===== config.mk =====
export PLATFORM = sky130hd
export DESIGN_NAME = vsac_queue
export DESIGN_NICKNAME = d
export VERILOG_FILES = /design/src/hw/rtl/assert_macros.svh /design/src/hw/rtl/vsac_pkg.sv /design/src/hw/rtl/vsac_queue.sv
export SDC_FILE = /design/constraint.sdc
export NUM_CORES = 1
export LEC_CHECK = 0
export ABC_AREA = 1
export ABC_CLOCK_PERIOD_IN_PS = 6500
export BUFFER_PORTS_ARGS = -buffer_cell sky130_fd_sc_hd__buf_4
export CORE_MARGIN = 2
export CORE_UTILIZATION = 45
export DETAILED_ROUTE_END_ITERATION = 8
export PLACE_DENSITY = 0.73
export SLEW_MARGIN = 5
export SYNTH_ARGS = -nofsm -noshare
export SYNTH_HDL_FRONTEND = slang
export SYNTH_SLANG_ARGS = --single-unit

===== constraint.sdc =====
create_clock -name clk_i -period 6.5 [get_ports clk_i]
set_input_delay 0.325 -clock clk_i [delete_from_list [all_inputs] [get_ports clk_i]]
set_output_delay 0.325 -clock clk_i [all_outputs]
set_load 0.02 [all_outputs]

===== src/hw/rtl/assert_macros.svh =====
// ----------------------------------------------------------------------------
// Assertion macros
// Shared concurrent assertion helpers for the RTL; compiled out with ASSERT_OFF.
// ----------------------------------------------------------------------------
`ifndef ASSERT_MACROS_SVH
`define ASSERT_MACROS_SVH

`ifndef ASSERT_OFF

// Property checked at every rising edge outside reset.
`define ASSERT_AT(name, clk, rst_n, prop) \
  name: assert property (@(posedge clk) disable iff (!rst_n) (prop)) \
    else $error("assertion failed");

// Condition that must never hold outside reset.
`define ASSERT_NEVER(name, clk, rst_n, cond) \
  name: assert property (@(posedge clk) disable iff (!rst_n) !(cond)) \
    else $error("forbidden condition seen");

`else

`define ASSERT_AT(name, clk, rst_n, prop)
`define ASSERT_NEVER(name, clk, rst_n, cond)

`endif

`endif


===== src/hw/rtl/vsac_pkg.sv =====
// ----------------------------------------------------------------------------
// vsac_pkg
// Types and constants shared by the velocity split and altitude check block.
// ----------------------------------------------------------------------------
package vsac_pkg;

  // Fixed widths of the datapath.
  localparam int unsigned RootBits   = 24;
  localparam int unsigned RadBits    = 2 * RootBits;
  localparam int unsigned ClimbBits  = 64;
  localparam int unsigned AltErrBits = 48;
  localparam int unsigned QueueDepth = 2;

  // One telemetry sample.
  typedef struct packed {
    logic        [31:0] sample_time;
    logic        [23:0] speed;
    logic signed [23:0] vertical_velocity;
    logic signed [31:0] altitude;
  } in_item_t;

  // One result.
  typedef struct packed {
    logic        [23:0] horizontal_velocity;
    logic signed [23:0] vertical_out;
    logic        [23:0] speed_error;
    logic signed [47:0] altitude_error;
  } out_item_t;

  // Work handed from the front to the root engine.
  typedef struct packed {
    logic        [RadBits-1:0]    radicand;
    logic signed [23:0]           vertical_out;
    logic        [23:0]           speed_error;
    logic signed [AltErrBits-1:0] altitude_error;
  } queue_entry_t;

endpackage


===== src/hw/rtl/vsac_queue.sv =====
// ----------------------------------------------------------------------------
// vsac_queue
// Short first-in first-out queue between the front and the root engine.
// ----------------------------------------------------------------------------
module vsac_queue (
  input  logic                   clk_i,
  input  logic                   rst_ni,
  input  logic                   push_valid_i,
  output logic                   push_ready_o,
  input  vsac_pkg::queue_entry_t push_data_i,
  output logic                   pop_valid_o,
  input  logic                   pop_ready_i,
  output vsac_pkg::queue_entry_t pop_data_o
);
  import vsac_pkg::*;

  localparam int unsigned PtrW = (QueueDepth > 1) ? $clog2(QueueDepth) : 1;
  localparam int unsigned CntW = $clog2(QueueDepth + 1);

  queue_entry_t        entry_q [QueueDepth];
  logic [PtrW-1:0]     wr_ptr_q;
  logic [PtrW-1:0]     rd_ptr_q;
  logic [CntW-1:0]     count_q;
  logic                do_push;
  logic                do_pop;

  assign push_ready_o = (count_q != CntW'(QueueDepth));
  assign pop_valid_o  = (count_q != '0);
  assign pop_data_o   = entry_q[rd_ptr_q];
  assign do_push      = push_valid_i && push_ready_o;
  assign do_pop       = pop_valid_o && pop_ready_i;

  // Entry storage.
  always_ff @(posedge clk_i) begin
    if (do_push) begin
      entry_q[wr_ptr_q] <= push_data_i;
    end
  end

  // Pointers and fill count.
  always_ff @(posedge clk_i or negedge rst_ni) begin
    if (!rst_ni) begin
      wr_ptr_q <= '0;
      rd_ptr_q <= '0;
      count_q  <= '0;
    end else begin
      if (do_push) begin
        wr_ptr_q <= (wr_ptr_q == PtrW'(QueueDepth - 1)) ? '0 : wr_ptr_q + 1'b1;
      end
      if (do_pop) begin
        rd_ptr_q <= (rd_ptr_q == PtrW'(QueueDepth - 1)) ? '0 : rd_ptr_q + 1'b1;
      end
      if (do_push && !do_pop) begin
        count_q <= count_q + 1'b1;
      end else if (do_pop && !do_push) begin
        count_q <= count_q - 1'b1;
      end
    end
  end

endmodule


Word-level counts from Yosys, hierarchy flattened
Memories as Yosys holds them, arrays and structs flattened.
Cells that the tools add are included.

operators by class
  add/subtract/negate cells = 4
  equal/unequal tests = 1
  multiplexer cells = 6
  reduce and logical (&&, ||, !) cells = 8

operator list
  cell                                                                count
  1-bit logical AND                                                   4
  1-bit 2-to-1 mux                                                    4
  2-bit 2-to-1 mux                                                    2
  2-bit nonzero test                                                  2
  1-bit adder, second input constant                                  2
  2-bit by 1-bit adder with 2-bit output, second input constant       1
  1-bit zero test                                                     2
  2-bit != test, second input constant                                1
  2-bit by 1-bit subtractor with 2-bit output, second input constant  1

word-level totals
  register bits = 4
  memory bits (writable) = 288
  input bits = 148
  output and inout bits = 146
  logic and storage cells = 23
  memories kept = 1

memories
  memory   words  bits a word  rd ports  clocked after Yosys merged registers in  write ports  RTL line          text
  entry_q  2      144          1         0                                        1            vsac_queue.sv:20  queue_entry_t entry_q [QueueDepth];

Logic depth before layout (Yosys ltp)
  depth after elaboration = 6
  gate-level depth with buffers = 10

Least setup slack after synthesis
No wires, ideal clock.

  path type = reg2reg
  from = register count_q[0]
  to = memory entry_q[0][0] (netlist bit) (enable)
  library setup time = 0.650 ns
  arrival time = 6.744 ns
  required time = 5.850 ns
  slack = -0.894 ns
  stages on the path, launching flop included = 5
  period minus slack after synthesis = 7.394 ns
  cells stage by stage = dfrtp_1 -> inv_1 -> nand2_1 -> nand2_1 -> nor2_1

on the way
  longest elaborated chain between the ends = 4

ends and longest elaborated chain
  element                                 RTL line          text
  from (decl)                             vsac_queue.sv:23  logic [CntW-1:0] count_q;
  from (signal assigned)                  vsac_queue.sv:54  count_q <= count_q + 1'b1;
  from (signal assigned)                  vsac_queue.sv:56  count_q <= count_q - 1'b1;
  2-bit != test                           vsac_queue.sv:27  assign push_ready_o = (count_q != CntW'(QueueDepth));
  named net push_ready_o                  vsac_queue.sv:9   output logic push_ready_o,
  1-bit logical AND                       vsac_queue.sv:30  assign do_push = push_valid_i && push_ready_o;
  1-bit 2-to-1 mux                        vsac_queue.sv:35  if (do_push) begin
  1-bit 2-to-1 mux (implied by the code)  vsac_queue.sv:36  entry_q[wr_ptr_q] <= push_data_i;
  to (decl)                               vsac_queue.sv:20

The timed path passes the listed nets, and every way through them passes these cells.

==> metrics.md <==
| Metric | Value |
|---|---|
| Status | `finished, final reports clean` |
| Vias in the first global route | `between 7k and 8k` |
| Routed vias | `roughly 7.3k` |
| Drt first pass iters | `5` |
| Share of the synthesized area in the top cell type | `about four fifths` |
| Synth Instances | `780` |
| Hold Path Cell Cnt | `3` |
| WL final | `around 26000 µm` |
| Worst IR Drop VDD | `a little under 300 µV` |
| First-pass GRT wire length | `38700 µm` |
| Max H-tree Level | `1` |
| Number of antenna violations at the first check in global routing | `0` |
| Die area | `roughly 0.025 mm²` |
| Clock tree buffer depth | `3` |
| Final Util | `between 60% and 70%` |
| Ranking of synthesized cells by area | `edfxtp_1 81%, nand2_1 16%, dfrtp_1 0.94%, buf_2 0.70%, buf_4 0.49%` |
| Max Cap Viol | `0` |
| Clock latency on the worst-skew pair | `approximately 0.55 ns` |
| Wire length per cell | `roughly 17 µm` |
| Clock sinks | `between 200 and 300` |
| Critical path's slowest cell | `inv_4` |
| Synth area leader | `edfxtp_1` |
| Hold crit path type | `input port to flip-flop` |
| Cells along the critical path | `inv_4 -> buf_4 -> nand2_1 -> nand2_1 -> buf_4` |
| Reg clk slew, reported paths | `0.06 ns` |
| Ys Warns | `0` |
| Worst setup path endpoint | `pop_data_o[22]` |
| Pwr per Cell Area | `roughly 440 mW/mm²` |
| Syn Nets | `roughly 930` |
| Detail-routed via count per cell | `about 4.7` |
| Initial Util | `45.6%` |
| Crit path max fanout | `~90` |
| I/O Pins | `294` |
| P&R area growth vs syn | `44.9%` |
| FMAX | `approximately 290 MHz` |
| Die height | `~160 µm` |
| Critical Path AT | `between 3 and 4 ns` |
| FF-to-FF path depth | `5` |
| CTS resizes | `0` |
| Count of different cell masters after synthesis | `14` |
| Largest net degree at the start of global routing | `102` |
| Initial DRC count | `423` |
| CTS tree | `built` |
| Syn Area/Cell | `about 14 µm²` |
| # DRC | `0` |
| Worst setup EP type | `output port` |
| Tot Pwr | `6.85 mW` |
| Hpwl dp | `roughly 15000 µm` |
| Period utilization | `a little over half` |
| Instance area after placement | `around 0.013 mm²` |
| Share of layout cells above drive strength 1 | `a little over a quarter` |
| Clock Tree Root | `clkbuf_16` |
| RSZ-0062 raised after global routing | `false` |
| CP max stage delay | `~0.76 ns` |
| Worst Tran Pin Value | `approximately 1.2 ns` |
| GRT Total Usage | `20.3%` |
| Hold_ws | `approximately 0.055 ns` |
| Worst endpoint required time | `roughly 6 ns` |
| Flop2flop setup slack | `~3.6 ns` |
| Critical Path Start | `rd_ptr_q` |
| Final antenna-violating net count | `0` |
| FP Rows | `between 50 and 60` |
| Setup_tns | `0 ns` |
| Synthesized area | `0.0106 mm²` |
| Finished Cell Area | `~0.015 mm²` |
| Final Max Slew Viols | `0` |
| Setup CP Type | `flip-flop to output port` |
| R2r startpoint | `count_q[0]` |
| Endpoints failing hold | `0` |
| Die Span X | `around 160 µm` |
| Register area share after synthesis | `around 80%` |
| Worst setup SP type | `flip-flop` |
| Core area | `~0.023 mm²` |
| Total gr overflow | `0` |
| Skew final | `between 0.01 and 0.015 ns` |
| Post-route minimum period | `between 3 and 4 ns` |
| Placer Congestion | `~0.76` |
| Relative slew slack | `a little under a quarter` |
| P_leak | `about 6.5 nW` |
| IO Port Bufs | `slightly below 300` |
| Synth Register Bits | `slightly below 300` |
| Cts bufs inserted | `29` |
| Nets | `roughly 1.4k` |
| Endpoints failing setup | `0` |
| Worst reg2reg endpoint | `entry_q[1][101]` |
| Inserted Diodes | `0` |
-- worst min-delay path by stage --
stage / start / endpoint / slack, ns
2_1_floorplan: rst_ni / count_q[0] / 0.03
3_3_place_gp: rst_ni / rd_ptr_q / 0.14
3_5_place_dp: rst_ni / rd_ptr_q / 0.14
4_1_cts: pop_ready_i / rd_ptr_q / 0.03
5_1_grt: pop_ready_i / rd_ptr_q / 0.05
6_report: pop_ready_i / rd_ptr_q / 0.06
-- stage by stage --
stage,worst slack (ns),instances
6_report,3.01,1564
4_1_cts,3.02,1564
3_5_place_dp,3.59,1367
5_1_grt,2.84,1564
3_3_place_gp,3.59,1367
2_1_floorplan,-0.894,780
-- routing by layer --
metal,GRT usage (%),vias up,part of all wire [%]
li1,-,3518,-
met1,24.9,3445,40
met2,35.0,323,49
met3,6.24,47,9.4
met4,5.76,0,2.4
met5,0,-,0
-- final cells by class --
| class | instances | area, µm² |
|---|---|---|
| inverter | 7 | 28.8 |
| timing repair buffer | 444 | 3700 |
| fill | 1619 | 7900 |
| tap | 319 | 399 |
| sequential | 292 | 8750 |
| clock inverter | 15 | 73.8 |
| multi-input combinational | 450 | 1730 |
| clock buffer | 37 | 756 |
-- power by group --
part           internal, mW  leakage, nW  switching [mW]
Combinational         0.932         3.41            1.72
Clock                 0.815        0.401           0.665
Sequential             2.58         2.73           0.142
-- layout by cell type, fill, tap and decap left out --
cell type / instances
nand2_1: 442
buf_4: 299
edfxtp_1: 288
dlygate4sd3_1: 145
clkbuf_16: 29
clkinv_1: 9
clkbuf_1: 8
inv_1: 6
clkinv_2: 3
dfrtp_1: 3
nor2_4: 2
nand3_1: 2
inv_4: 1
xnor2_1: 1
xor2_1: 1
nand4_1: 1
ha_1: 1
inv_6: 1
clkinvlp_4: 1
clkinv_4: 1
dfrtp_4: 1
-- flip-flops by register name, summed over array words and instances (netlist names) --
name	cells
count_q	2
entry_q	288
rd_ptr_q	1
wr_ptr_q	1
-- worst max-delay path, delay by kind of cell (launching register included) --
family | cells | cell delay [ns]
simple gates | 2 | 0.28
flops | 1 | 0.69
buf+inv | 3 | 1.57
-- Yosys cell counts --
library cell    n
nand2_1       442
edfxtp_1      288
buf_2          15
clkbuf_1        9
buf_4           7
inv_1           6
dfrtp_1         4
nand3_1         2
nor2_1          2
ha_1            1
inv_2           1
nand4_1         1
xnor2_1         1
xor2_1          1
-- cells by family (layout without fill, tap and decap cells) --
group	count (synthesis)	count (layout)	synth area share [%]
fa+ha+maj	1	1	0.117
xor+xnor	2	2	0.165
flops	292	292	82.2
simple gates	447	447	15.8
buf+inv	38	503	1.76
-- timing repair --
| action | CTS | global route |
|---|---|---|
| setup buffers | 0 | 0 |
| hold endpoints to repair | 292 | 0 |
| hold buffers | 145 | 0 |
| endpoints found under the setup margin | 0 | 0 |
No activity file was read; power rests on OpenSTA's default activity.
