$ cat src/hw/rtl/assert_macros.svh
// ----------------------------------------------------------------------------
// Assertion macros
// Shared concurrent assertion helpers for the RTL; compiled out with ASSERT_OFF.
// ----------------------------------------------------------------------------
`ifndef ASSERT_MACROS_SVH
`define ASSERT_MACROS_SVH

`ifndef ASSERT_OFF

// Property checked at every rising edge outside reset.
`define ASSERT_AT(name, clk, rst_n, prop) \
  name: assert property (@(posedge clk) disable iff (!rst_n) (prop)) \
    else $error("assertion failed");

// Condition that must never hold outside reset.
`define ASSERT_NEVER(name, clk, rst_n, cond) \
  name: assert property (@(posedge clk) disable iff (!rst_n) !(cond)) \
    else $error("forbidden condition seen");

`else

`define ASSERT_AT(name, clk, rst_n, prop)
`define ASSERT_NEVER(name, clk, rst_n, cond)

`endif

`endif

$ cat src/hw/rtl/vsac_pkg.sv
// ----------------------------------------------------------------------------
// vsac_pkg
// Types and constants shared by the velocity split and altitude check block.
// ----------------------------------------------------------------------------
package vsac_pkg;

  // Fixed widths of the datapath.
  localparam int unsigned RootBits   = 24;
  localparam int unsigned RadBits    = 2 * RootBits;
  localparam int unsigned ClimbBits  = 64;
  localparam int unsigned AltErrBits = 48;
  localparam int unsigned QueueDepth = 2;

  // One telemetry sample.
  typedef struct packed {
    logic        [31:0] sample_time;
    logic        [23:0] speed;
    logic signed [23:0] vertical_velocity;
    logic signed [31:0] altitude;
  } in_item_t;

  // One result.
  typedef struct packed {
    logic        [23:0] horizontal_velocity;
    logic signed [23:0] vertical_out;
    logic        [23:0] speed_error;
    logic signed [47:0] altitude_error;
  } out_item_t;

  // Work handed from the front to the root engine.
  typedef struct packed {
    logic        [RadBits-1:0]    radicand;
    logic signed [23:0]           vertical_out;
    logic        [23:0]           speed_error;
    logic signed [AltErrBits-1:0] altitude_error;
  } queue_entry_t;

endpackage

$ cat src/hw/rtl/vsac_back.sv
// ----------------------------------------------------------------------------
// vsac_back
// Digit-by-digit square root, one result bit per cycle, and the output register.
// ----------------------------------------------------------------------------
`include "assert_macros.svh"

module vsac_back (
  input  logic                   clk_i,
  input  logic                   rst_ni,
  input  logic                   pop_valid_i,
  output logic                   pop_ready_o,
  input  vsac_pkg::queue_entry_t pop_data_i,
  output logic                   out_valid_o,
  input  logic                   out_ready_i,
  output vsac_pkg::out_item_t    out_data_o
);
  import vsac_pkg::*;

  localparam int unsigned RemW = RootBits + 4;
  localparam int unsigned CntW = $clog2(RootBits);

  typedef enum logic [1:0] {B_IDLE, B_ROOT, B_DONE} back_state_e;

  back_state_e                  state_q;
  logic        [CntW-1:0]       cnt_q;
  logic        [RadBits-1:0]    rad_q;
  logic        [RemW-1:0]       rem_q;
  logic        [RootBits-1:0]   root_q;
  logic signed [23:0]           vert_q;
  logic        [23:0]           serr_q;
  logic signed [AltErrBits-1:0] alt_err_q;
  logic                         out_valid_q;
  out_item_t                    out_q;

  logic [RemW-1:0] rem_shift;
  logic [RemW-1:0] trial;
  logic            fits;
  logic            pop_accept;
  logic            out_free;
  logic            root_last;
  logic            load_out;

  assign pop_ready_o = (state_q == B_IDLE);
  assign pop_accept  = pop_valid_i && pop_ready_o;
  assign out_free    = !out_valid_q || out_ready_i;
  assign root_last   = (state_q == B_ROOT) && (cnt_q == CntW'(RootBits - 1));
  assign load_out    = (state_q == B_DONE) && out_free;
  assign out_valid_o = out_valid_q;
  assign out_data_o  = out_q;

  // One root step: bring down two radicand bits and try the next digit.
  always_comb begin
    rem_shift = {rem_q[RemW-3:0], rad_q[RadBits-1 -: 2]};
    trial     = {{(RemW-RootBits-2){1'b0}}, root_q, 2'b01};
    fits      = (rem_shift >= trial);
  end

  // Root sequencer and output register.
  always_ff @(posedge clk_i or negedge rst_ni) begin
    if (!rst_ni) begin
      state_q     <= B_IDLE;
      cnt_q       <= '0;
      out_valid_q <= 1'b0;
    end else begin
      // A new result takes the register; otherwise an accepted one leaves it.
      if (load_out) begin
        out_valid_q <= 1'b1;
      end else if (out_ready_i) begin
        out_valid_q <= 1'b0;
      end
      unique case (state_q)
        B_IDLE: begin
          if (pop_accept) begin
            rad_q     <= pop_data_i.radicand;
            rem_q     <= '0;
            root_q    <= '0;
            vert_q    <= pop_data_i.vertical_out;
            serr_q    <= pop_data_i.speed_error;
            alt_err_q <= pop_data_i.altitude_error;
            cnt_q     <= '0;
            state_q   <= B_ROOT;
          end
        end
        B_ROOT: begin
          rem_q  <= fits ? (rem_shift - trial) : rem_shift;
          root_q <= {root_q[RootBits-2:0], fits};
          rad_q  <= {rad_q[RadBits-3:0], 2'b00};
          if (root_last) begin
            state_q <= B_DONE;
          end else begin
            cnt_q <= cnt_q + 1'b1;
          end
        end
        B_DONE: begin
          if (out_free) begin
            out_q.horizontal_velocity <= root_q;
            out_q.vertical_out        <= vert_q;
            out_q.speed_error         <= serr_q;
            out_q.altitude_error      <= alt_err_q;
            state_q                   <= B_IDLE;
          end
        end
        default: state_q <= B_IDLE;
      endcase
    end
  end

  // A popped transaction always starts the root from its first digit.
  `ASSERT_AT(a_pop_starts_root, clk_i, rst_ni, pop_accept |=> (state_q == B_ROOT) && (cnt_q == '0))
  // The root ends after exactly the last digit.
  `ASSERT_AT(a_root_ends, clk_i, rst_ni, root_last |=> (state_q == B_DONE))
  // A finished root with a free output register becomes a valid result.
  `ASSERT_AT(a_done_delivers, clk_i, rst_ni, load_out |=> out_valid_q && (state_q == B_IDLE))
  // The digit counter never runs past the root width.
  `ASSERT_NEVER(a_cnt_range, clk_i, rst_ni, cnt_q > CntW'(RootBits - 1))

endmodule

$ cat config.mk
export PLATFORM = sky130hd
export DESIGN_NAME = vsac_back
export DESIGN_NICKNAME = d
export VERILOG_FILES = /design/src/hw/rtl/vsac_pkg.sv /design/src/hw/rtl/vsac_back.sv
export VERILOG_INCLUDE_DIRS = /design/src /design/src/hw/rtl
export SDC_FILE = /design/constraint.sdc
export NUM_CORES = 1
export LEC_CHECK = 0
export ABC_AREA = 1
export ABC_CLOCK_PERIOD_IN_PS = 22700
export BUFFER_PORTS_ARGS = -buffer_cell sky130_fd_sc_hd__buf_2
export CORE_MARGIN = 10
export CORE_UTILIZATION = 45
export DETAILED_ROUTE_END_ITERATION = 8
export GPL_ROUTABILITY_DRIVEN = 1
export PLACE_DENSITY = 0.68
export SYNTH_ARGS = -nofsm -noshare
export SYNTH_HDL_FRONTEND = slang
export SYNTH_SLANG_ARGS = --single-unit
$ cat constraint.sdc
create_clock -name clk_i -period 22.7 [get_ports clk_i]
set_input_delay 4.54 -clock clk_i [delete_from_list [all_inputs] [get_ports clk_i]]
set_output_delay 4.54 -clock clk_i [all_outputs]
set_load 0.02 [all_outputs]
* After elaboration in Yosys (flattened, before gate mapping)
Index checks and enable logic that the tools add are counted.
** Storage, ports and cells
- Memories :: 0
- Latch bits :: 0
- Register bits after elaboration :: 322
- RAM bits :: 0
- Memory bits (read-only) :: 0
- Word-level logic and storage cells :: 52
** Cells by class
- Shift operators :: 0
- $mul :: 0
- Eq/ne operators :: 7
- Bitwise gates (word level) :: 0
- Mux-type cells :: 16
- Add/subtract/negate cells :: 2
- Reduce and logical (&&, ||, !) cells :: 13
- Magnitude comparators :: 1
- Divide/modulo/power cells :: 0
** Operators by type and width (count)
- $pmux W48 S2 :: 1
- $mux W26 :: 2
- $pmux W26 S2 :: 1
- $mux W48 :: 1
- $pmux W24 S2 :: 1
- $ge A28 B26 Y1 :: 1
- $sub A26 B26 Y26 :: 1
- $mux W24 :: 1
- $reduce_and A3 Y1 :: 5
- $mux W5 :: 2
- $pmux W5 S2 :: 1
- $mux W2 :: 3
- $ne A2 B2 Y1 const B :: 3
- $pmux W2 S3 :: 1
- $add A5 B1 Y5 const B :: 1
- $eq A5 B5 Y1 const B :: 1
- $reduce_bool A2 Y1 :: 2
- $logic_and A1 B1 Y1 :: 3
- $eq A2 B1 Y1 const B :: 1
- $eq A2 B2 Y1 const B :: 1
- $logic_not A2 Y1 :: 1
- $mux W1 :: 2
- $ne A2 B1 Y1 const B :: 1
- $logic_not A1 Y1 :: 1
- $logic_or A1 B1 Y1 :: 1

* Logic depth before layout (Yosys ltp)
- Word-level depth :: 4
- Mapped depth :: 14
- Mapped depth without buffers :: 14

* Least setup slack after synthesis
No wires, ideal clock.
- Kind :: input-to-reg
- From :: input port rst_ni
- To :: register out_q (netlist bit out_data_o[0]), enable pin
- Setup slack :: 9.267 ns
- Buffers on the path :: 0
- Data required time :: 21.953 ns
- Library setup time :: 0.747 ns
- Stages on the path :: 2
- Arrival :: 12.686 ns
- Cells stage by stage :: inv_1 -> nor3_1
** On the way
- Cells in the longest elaborated chain, start to end :: 1
** Ends and longest elaborated chain
- from (decl) :: line vsac_back.sv:9 : input logic rst_ni,
- $reduce_and A3 Y1 (no source line)
- to (decl) :: line vsac_back.sv:33 : out_item_t out_q;
Every way passes these cells.
A chain may end at the register's enable or synchronous reset.

* Worst setup path after layout
- From :: input port rst_ni
- To :: register out_q (netlist bit out_data_o[33]), enable pin
The elaborated chain is that of the path after synthesis.

==> impl_metrics.tcl <==
set metrics [dict create \
    result_of_the_run "finished clean" \
    post-route-drc-count 0 \
    finalSetupViolCount 0 \
    cts_buffers 35 \
    synth_top_area_frac 0.7213 \
    net-switching-power_w 0.0007530 \
    fmax_ghz 0.1425 \
    boundaryPins 270 \
    layout.cells.non_filler 1782 \
    die_height_um 190.4 \
    holdPathEnd "out_data_o[39]" \
    p_clk_frac 0.247 \
    initial_core_util 0.4554 \
    timing.max_slew.rel_slack 0.2904 \
    grt_start_max_net_pins 83 \
    tritoncts "done" \
    synth-edff-count 314 \
    netlist_instances 1080 \
    final.min_clock_period_ns 7.020 \
    synth_nets 1255 \
    timing_worst_slew_pin_value_ns 1.064 \
    cts-root-buf "clkbuf_16" \
    layout-drive-gt1-share 0.2582 \
    final-max-slew-violation-count 0 \
    regToRegSetupSlack_ns 19.51 \
    fin_setup_tns_ns 0 \
    grt_pass1_vias 8221 \
    mostFrequentLayoutCells "nand2_1 (340), edfxtp_1 (314), buf_2 (269)" \
    drt_first_pass_iters 5 \
    combinationalPowerShare 0.347 \
    post_cts_resized 0 \
    netlist_area_um2 13070 \
    grt_overflow_total 0 \
    leading_cell_type_in_the_layout_fill_and_taps_excluded "nand2_1" \
    synth_ff_type "edfxtp_1" \
    ys_warn_count 0 \
    worst-endpoint-required_ns 22.83 \
    gpl.final_weighted_congestion 0.8706 \
    synthDistinctLibCells 33 \
    fp-row-count 62 \
    hold_path_depth 0 \
    clk_transition_reported_paths_ns 0.05 \
    syn2layout_area_growth_pct 21.84 \
    static-leakage-power_nw 6.917 \
    core_area_um2 28700 \
    timing.final.hold_violations 0 \
    max-vdd-ir-drop_v 0.00005982 \
    postCtsSetupRepairBufs 0 \
    power.internal_w 0.001373 \
    fp.dieW_um 190.4 \
    synth-seq-area-share 0.7366 \
    initialDrtViolationCount 492 \
    cell_count_after_placement 1720 \
    sw_frac 0.3542 \
    syn_area_per_cell_um2 12.10 \
    ys_async_sr_fraction 0.02484 \
    global_route_wire_length_before_repair_um 44600 \
    type_of_the_worst_setup_path "primary input to flip-flop" \
    fin_crit_sh 0.3092 \
    ys_top_cells_by_area "edfxtp_1 (72%), nand2_1 (9.8%), inv_1 (4.0%)" \
    worstSetupStartpointType "primary input" \
    worst_r2r_endpoint "out_data_o[33]" \
    numClockSinks 322 \
    rsz0062_at_grt "no" \
    arrival_ns 7.15 \
    antenna-diode-count 0 \
    rr_startpoint "state_q[0]" \
    grt_antenna_before_repair 1 \
    hpwl_um 20920 \
    maxCapViolCount 0 \
    clockBufferDepth 3 \
    post_drt_wl_per_cell_um 16.15 \
    cts_htree_levels 2 \
    post-synth-top-area-cell "edfxtp_1" \
    nFillCells 2482 \
    vias 8300 \
    globalRouteTotalUtil 0.1535 \
    power_frac_seq 0.406 \
    crit_path_end_kind "flip-flop" \
    nets 1548 \
    ctsHoldBuffers 0 \
    cellPowerDensity_nw_per_um2 133.5 \
    hp-start "alt_err_q[39]" \
    finClkSkew_ns 0.01858 \
    via_count_normalized_by_instance_count 4.658 \
    reg2regPathDepth 5 \
    min-delay-path-class "flip-flop to flip-flop" \
    final_wirelength_um 28790 \
    post_synthesis_register_bit_count 322 \
    clk-insertion-delay-late_ns 0.52 \
    ant_nets 0 \
    place.port_buffers 269 \
    worst-path-max-fanout 77 \
    dieArea_um2 36270 \
]
## worst max path at each step
stage,from,endpoint,depth (start not counted),slack [ns]
6_report,rst_ni,out_data_o[33],5,15.68
5_1_grt,rst_ni,out_data_o[18],5,15.38
4_1_cts,rst_ni,out_data_o[33],5,15.58
3_5_place_dp,rst_ni,out_data_o[74],5,15.05
3_3_place_gp,rst_ni,out_data_o[74],5,15.11
2_1_floorplan,rst_ni,out_data_o[0],2,9.27
## flip-flops by register name, summed over array words and instances, names as in the netlist
register and flops:
out_valid_o 1, vert_q 24, rem_q 26, serr_q 24, rad_q 48, alt_err_q 48
root_q 24, out_data_o 120, cnt_q 5, state_q 2
## synthesized netlist by cell type (2+ instances only)
cell      instances
inv_2             5
inv_1           138
nand2_2           8
nor3_1            5
dfrtp_1           8
nor2_2           13
nand3_1          28
buf_1             2
clkbuf_1         11
edfxtp_1        314
buf_2             2
xor2_1           11
ha_1             27
o21ai_1          22
o21ai_0           3
buf_6             3
nand4_1           5
a21oi_1          13
nor2_4            3
nand3_4           2
nor2_1          106
nand2_1         340
## power by group through the flow
stage | Sequential (W) | Combinational, W | Clock, W
2_1_floorplan | 0.000868 | 0.000586 | 0
3_3_place_gp | 0.000871 | 0.000729 | 0
3_5_place_dp | 0.000875 | 0.000740 | 0
5_1_grt | 0.000875 | 0.000857 | 0.000566
4_1_cts | 0.000864 | 0.000746 | 0.000540
6_report | 0.000863 | 0.000738 | 0.000525
## layer usage
metal	up-vias	share of wire	track usage	wire length, µm
li1	4150	-	-	-
met1	3803	0.44	0.2068	12680
met2	302	0.45	0.2397	12950
met3	43	0.094	0.04773	2697
met4	2	0.015	0.03392	441
met5	-	0.00059	0	17
## through the flow
step           area (µm²)  total power [W]  hold slack, ns    util  worst slack, ns
4_1_cts             15930         0.002149          0.4150  0.5549            15.58
5_1_grt             15930         0.002299          0.4215  0.5549            15.38
3_3_place_gp        14860         0.001600          0.4009  0.5178            15.11
3_5_place_dp        14860         0.001615          0.4045  0.5178            15.05
6_report            15930         0.002126          0.4136  0.5549            15.68
2_1_floorplan       13070         0.001454          0.4003       -            9.267
## worst max-delay path, cell delays in order
cell	delay (ns)
buf_2	0.20
inv_1	0.17
nor3_2	0.78
buf_4	0.55
buf_4	0.80
## layout make-up
class | count | area (µm²) | share of cell area
clock buffer | 43 | 905.9 | 0.05687
inverter | 144 | 545.5 | 0.03425
sequential | 322 | 9629 | 0.6046
timing repair buffer | 275 | 1391 | 0.08735
tap | 384 | 480.5 | 0.03016
clock inverter | 19 | 158.9 | 0.009976
multi-input combinational | 595 | 2816 | 0.1768
## cell families after synthesis
group | count (synthesis) | share of synthesized area
buf+inv | 163 | 0.05035
simple gates | 515 | 0.1629
xor+xnor | 12 | 0.008040
flops | 322 | 0.7366
fa+ha+maj | 27 | 0.02584
compound gates | 41 | 0.01627
(Power assumes the default switching activity.)
